`src/sv/goge_pkg.sv`:
```
// Types, codes and fixed constants of the orbital grid evaluator.
// Used by every module of the block; depends on nothing.
`timescale 1ns / 1ps
package goge_pkg;

  localparam logic CMD_LOAD  = 1'b0;
  localparam logic CMD_POINT = 1'b1;

  localparam logic [2:0] REG_CENTER_X   = 3'd0;
  localparam logic [2:0] REG_CENTER_Y   = 3'd1;
  localparam logic [2:0] REG_CENTER_Z   = 3'd2;
  localparam logic [2:0] REG_POWER_X    = 3'd3;
  localparam logic [2:0] REG_POWER_Y    = 3'd4;
  localparam logic [2:0] REG_POWER_Z    = 3'd5;
  localparam logic [2:0] REG_PRIM_COUNT = 3'd6;

  // input word layout
  localparam int IN_DATA_W = 168;
  localparam int SLOT_LSB  = 0;
  localparam int EXP_LSB   = 3;
  localparam int COEF_LSB  = 35;
  localparam int PX_LSB    = 67;
  localparam int PY_LSB    = 99;
  localparam int PZ_LSB    = 131;
  localparam int KEEP_BIT  = 163;

  localparam int MUL_W = 35;

  localparam logic [32:0] ONE_Q32   = 33'h1_0000_0000;
  localparam logic [24:0] ONE_Q24   = 25'h100_0000;
  localparam logic [3:0]  SER_TERMS = 4'd13;

  localparam logic [49:0] POS_LIMIT   = 50'h0_7FFF_FFFF_FFFF;
  localparam logic [49:0] NEG_LIMIT   = 50'h0_8000_0000_0000;
  localparam logic [47:0] OUT_POS_MAX = 48'h7FFF_FFFF_FFFF;
  localparam logic [47:0] OUT_NEG_MAX = 48'h8000_0000_0000;

  typedef struct packed {
    logic [31:0] center_x;
    logic [31:0] center_y;
    logic [31:0] center_z;
    logic [2:0]  power_x;
    logic [2:0]  power_y;
    logic [2:0]  power_z;
    logic [3:0]  prim_count;
  } goge_cfg_t;

  typedef struct packed {
    logic [31:0] expo;
    logic [31:0] coef;
  } goge_prim_t;

  typedef struct packed {
    logic [47:0] value;
    logic        sat;
  } goge_res_t;

  typedef enum logic [4:0] {
    ST_IDLE, ST_SQ, ST_SQACC, ST_PRIM, ST_PHI, ST_PLO, ST_SMUL, ST_SDIV,
    ST_SCOR, ST_POW, ST_POWW, ST_TERM, ST_ACC, ST_ANG, ST_AM1, ST_AM2, ST_FIN
  } goge_state_t;

  // floor(2^34 / n): quotient estimate for the series divisions
  function automatic logic [34:0] goge_recip(input logic [3:0] n);
    logic [34:0] m;
    case (n)
      4'd1:    m = 35'd17179869184;
      4'd2:    m = 35'd8589934592;
      4'd3:    m = 35'd5726623061;
      4'd4:    m = 35'd4294967296;
      4'd5:    m = 35'd3435973836;
      4'd6:    m = 35'd2863311530;
      4'd7:    m = 35'd2454267026;
      4'd8:    m = 35'd2147483648;
      4'd9:    m = 35'd1908874353;
      4'd10:   m = 35'd1717986918;
      4'd11:   m = 35'd1561806289;
      4'd12:   m = 35'd1431655765;
      4'd13:   m = 35'd1321528398;
      default: m = 35'd0;
    endcase
    return m;
  endfunction

endpackage

```
`src/sv/goge_cell.sv`:
```
// One cell of the primitive ring: holds an exponent and coefficient pair.
// Depends on goge_pkg.
`timescale 1ns / 1ps
module goge_cell import goge_pkg::*; (
  input  logic       clk,
  input  logic       shift,
  input  logic       load,
  input  goge_prim_t load_prim,
  input  goge_prim_t nb_prim,
  output goge_prim_t prim
);

  goge_prim_t prim_r;

  // take a new entry, or advance the ring by one place
  always_ff @(posedge clk) begin
    if (load) begin
      prim_r <= load_prim;
    end else if (shift) begin
      prim_r <= nb_prim;
    end
  end

  assign prim = prim_r;

endmodule

```
`config.mk`:
```
export PLATFORM = sky130hd
export DESIGN_NAME = goge_cell
export DESIGN_NICKNAME = d
export VERILOG_FILES = /design/src/sv/goge_pkg.sv /design/src/sv/goge_cell.sv
export SDC_FILE = /design/constraint.sdc
export NUM_CORES = 1
export LEC_CHECK = 0
export ABC_AREA = 0
export BUFFER_PORTS_ARGS = -buffer_cell sky130_fd_sc_hd__buf_2
export CORE_UTILIZATION = 42
export CTS_CLUSTER_DIAMETER = 200
export DETAILED_ROUTE_END_ITERATION = 10
export GPL_TIMING_DRIVEN = 0
export HOLD_SLACK_MARGIN = 0.06
export PLACE_DENSITY = 0.87
export SLEW_MARGIN = 20
export SYNTH_ARGS = -nofsm -noshare
export SYNTH_HDL_FRONTEND = slang
export SYNTH_SLANG_ARGS = --single-unit
```
`constraint.sdc`:
```
create_clock -name clk -period 3.7 [get_ports clk]
set_input_delay 0.925 -clock clk [delete_from_list [all_inputs] [get_ports clk]]
set_output_delay 0.925 -clock clk [all_outputs]
set_load 0.03 [all_outputs]
```
After elaboration in Yosys (flattened, before gate mapping)

Index checks and enable logic that the tools add are counted.

Register bits: 64
Input port bits: 131

Muxes and demuxes: 2
Reductions and logical operators: 1

Operator list:

| operator           | count |
|---|---|
| two-way mux 64 bit | 2 |
| nonzero test 2 bit | 1 |

Longest topological paths before layout

Word-level depth: 2
Mapped depth: 3
Depth with buffers taken out: 1

Worst setup path before layout

OpenSTA, ideal clock, no wires.

Path kind: input -> register
Start point: input port load
End point: register prim_r, in the netlist prim[0] (enable)
Setup time: 0.426 ns
Arrival: 2.674 ns
Required time: 3.274 ns
Setup slack: 0.601 ns
Cell stages on the path: 3
Path through: buf_6 > buf_6 > or2_1

Longest elaborated chain between the ends: 1

Ends and longest elaborated chain:

| element                      | RTL line        | text |
|---|---|---|
| start: declaration           | goge_cell.sv:7  | `input logic load,` |
| nonzero test 2 bit (no line) | n/a             |  |
| end signal: assignment       | goge_cell.sv:18 | `prim_r <= load_prim;` |
| end signal: assignment       | goge_cell.sv:20 | `prim_r <= nb_prim;` |
| end: declaration             | goge_cell.sv:13 | `goge_prim_t prim_r;` |

No other way between the ends.
A chain may end at the register's enable or synchronous reset.

Worst setup path after layout

Start point: input port load
End point: register prim_r, in the netlist prim[59] (enable)

The elaborated chain is that of the path after synthesis.

==> results.sh <==
export IMPL_most_common_layout_cells="buf_2 (194), edfxtp_1 (64), mux2_4 (49), mux2_2 (15), clkbuf_8 (9)"
export IMPL_initial_core_util=0.447
export IMPL_syn_inst=136
export IMPL_die_height_um=85.2
export IMPL_largest_reg_flops=64
export IMPL_muxShareOfSynthArea=0.311
export IMPL_layout_drive_gt1_share=0.808
export IMPL_critPathArrivalTime_ns=1.85
export IMPL_cpMostUsedCell="buf_6"
export IMPL_period_share=0.499
export IMPL_ys_ff_latch=64
export IMPL_worstSetupPathType="input pin to flop"
export IMPL_port_buffers=193
export IMPL_drc=0
export IMPL_die_area_mm2=0.00725
export IMPL_cts_buffer_depth=2
export IMPL_htree_levels=3
export IMPL_io_pins=195
export IMPL_fill_cells=469
export IMPL_clockRootBuffer="clkbuf_8"
export IMPL_avgViaCountPerCell=4.71
export IMPL_ant_nets=0
export IMPL_firstDrtPassIters=3
export IMPL_cap_violations=0
export IMPL_synthAdderAreaFrac=0
export IMPL_crit_path_cell_trace="buf_6 > buf_6 > or2_4 > buf_16"
export IMPL_drt_iter0_drc=52
export IMPL_syn_nets=267
export IMPL_fin_crit_ns=1.84
export IMPL_grt_pass1_vias=2105
export IMPL_ctsResizeCount=0
export IMPL_cpMaxStageDelayCell="buf_16"
export IMPL_globalplace_congestion=0.751
export IMPL_antennaDiodeCount=0
export IMPL_power_frac_comb=0.234
export IMPL_clk_pin_slew_ns=0.07
export IMPL_gr_usage_all_layers=0.187
export IMPL_peakVddDrop_uv=277
export IMPL_cts_buffers=9
export IMPL_slew_headroom=0.812
export IMPL_fin_nets=472
export IMPL_overflow=0
export IMPL_coreArea_mm2=0.00649
export IMPL_hold_ws_ns=0.889
export IMPL_synth_compound_area_frac=0
export IMPL_finalPower_w=0.00190
export IMPL_yosysWarnings=0
export IMPL_rows=29
export IMPL_syn_to_final_growth_pct=43.6
export IMPL_cp_end_kind="flop"
export IMPL_leakage_nw=2.02
export IMPL_power_switching_w=0.000531
export IMPL_post_drt_wl_per_cell_um=15.8
export IMPL_synth_simple_area_share=0.00215
export IMPL_switching_share=0.279
export IMPL_setup_viol=0
export IMPL_min_path_type="input pin to flop"
export IMPL_wirelength_um=6640
export IMPL_cts_tree="done"
export IMPL_max_freq_mhz=542
export IMPL_critPathRequiredTime_ns=3.70
export IMPL_worstSetupStartpointType="input pin"
export IMPL_grt_pass1_wl_um=9890
export IMPL_cts_setup_buffers=0
export IMPL_layout_cells_most_common="buf_2"
export IMPL_ys_seq_area_frac=0.661
export IMPL_power_density_mw_per_mm2=456
export IMPL_cts_sinks=64
export IMPL_dp_final_hpwl_um=5190
export IMPL_p_seq_frac=0.477
export IMPL_status="complete, no violations"
export IMPL_cp_max_fo=54
export IMPL_antenna_found_initial=0
export IMPL_clkPwrFrac=0.289
export IMPL_synth_top_family_by_area="multiplexers"
export IMPL_hold_viol_final=0
export IMPL_hold_buffers=0
export IMPL_finalMaxSlewViolations=0
export IMPL_tightest_slew_ns=0.282
export IMPL_synth_area_mm2=0.00291
export IMPL_syn_avg_cell_area_um2=21.4
export IMPL_grt_setup_unrepaired="false"
export IMPL_synth_cell_types=6
export IMPL_fin_tns_setup_ns=0
export IMPL_cpPeakStageDelay_ns=0.27
export IMPL_synth_xor_area_share=0
export IMPL_p_int_w=0.00137
export IMPL_vias=1983
export IMPL_fp_dieW_um=85.2
export IMPL_grt_max_degree=55
## logic make-up (layout without fill, tap and decap cells)
group                  after synthesis  count (layout)
buffers and inverters                7             215
AND/OR/NAND/NOR                      1               1
flip-flops                          64              64
multiplexers                        64              64
## stage by stage
step                utilization  worst slack [ns]  area (um2)  cells
floorplan                     -             0.601        2910    136
global placement          0.611            0.0828        3970    406
detailed placement        0.615              1.52        4000    407
CTS                       0.642              1.85        4170    421
global route              0.642              1.82        4170    421
finish                    0.642              1.86        4170    421
## area by class of cell
cell class / instances / area [um2] / share of cell area
Sequential cell: 64 / 1920 / 0.461
Timing Repair Buffer: 194 / 993 / 0.238
Multi-Input combinational cell: 65 / 913 / 0.219
Clock buffer: 9 / 124 / 0.0297
Tap cell: 77 / 96.3 / 0.0231
Buffer: 7 / 72.6 / 0.0174
Clock inverter: 5 / 50.0 / 0.0120
## routing by layer
| layer | global-route usage | vias to the layer above | routed length [um] | share of wire |
|---|---|---|---|---|
| met5 | 0 | - | 0 | 0 |
| met4 | 0.0878 | 0 | 146 | 0.022 |
| met3 | 0.0632 | 14 | 504 | 0.076 |
| met2 | 0.342 | 109 | 3540 | 0.53 |
| met1 | 0.191 | 916 | 2450 | 0.37 |
| li1 | - | 944 | - | - |
## path summary, 6_finish.rpt
kind	cells past startpoint	from	slack [ns]	end
hold / removal	2	load_prim[54]	0.89	prim[54]
setup / recovery	4	load	1.86	prim[59]
## cell usage after synthesis
library cell,n,share of area
buf_2,1,0.0017
buf_6,6,0.023
edfxtp_1,64,0.66
mux2_2,15,0.058
mux2_4,49,0.25
or2_1,1,0.0022
## power by group through the flow
stage               clock network, W  logic (W)  registers [W]
floorplan                          0   0.000113        0.00110
global placement                   0   0.000435       0.000923
detailed placement                 0   0.000448       0.000924
CTS                         0.000558   0.000449       0.000909
global route                0.000595   0.000465       0.000915
finish                      0.000549   0.000445       0.000907
## worst max-delay path: cells and delay by family
kind / cells / cell delay (ns)
buf+inv: 3 / 0.60
simple gates: 1 / 0.26
Note: power is estimated with default switching activity, not from simulation.
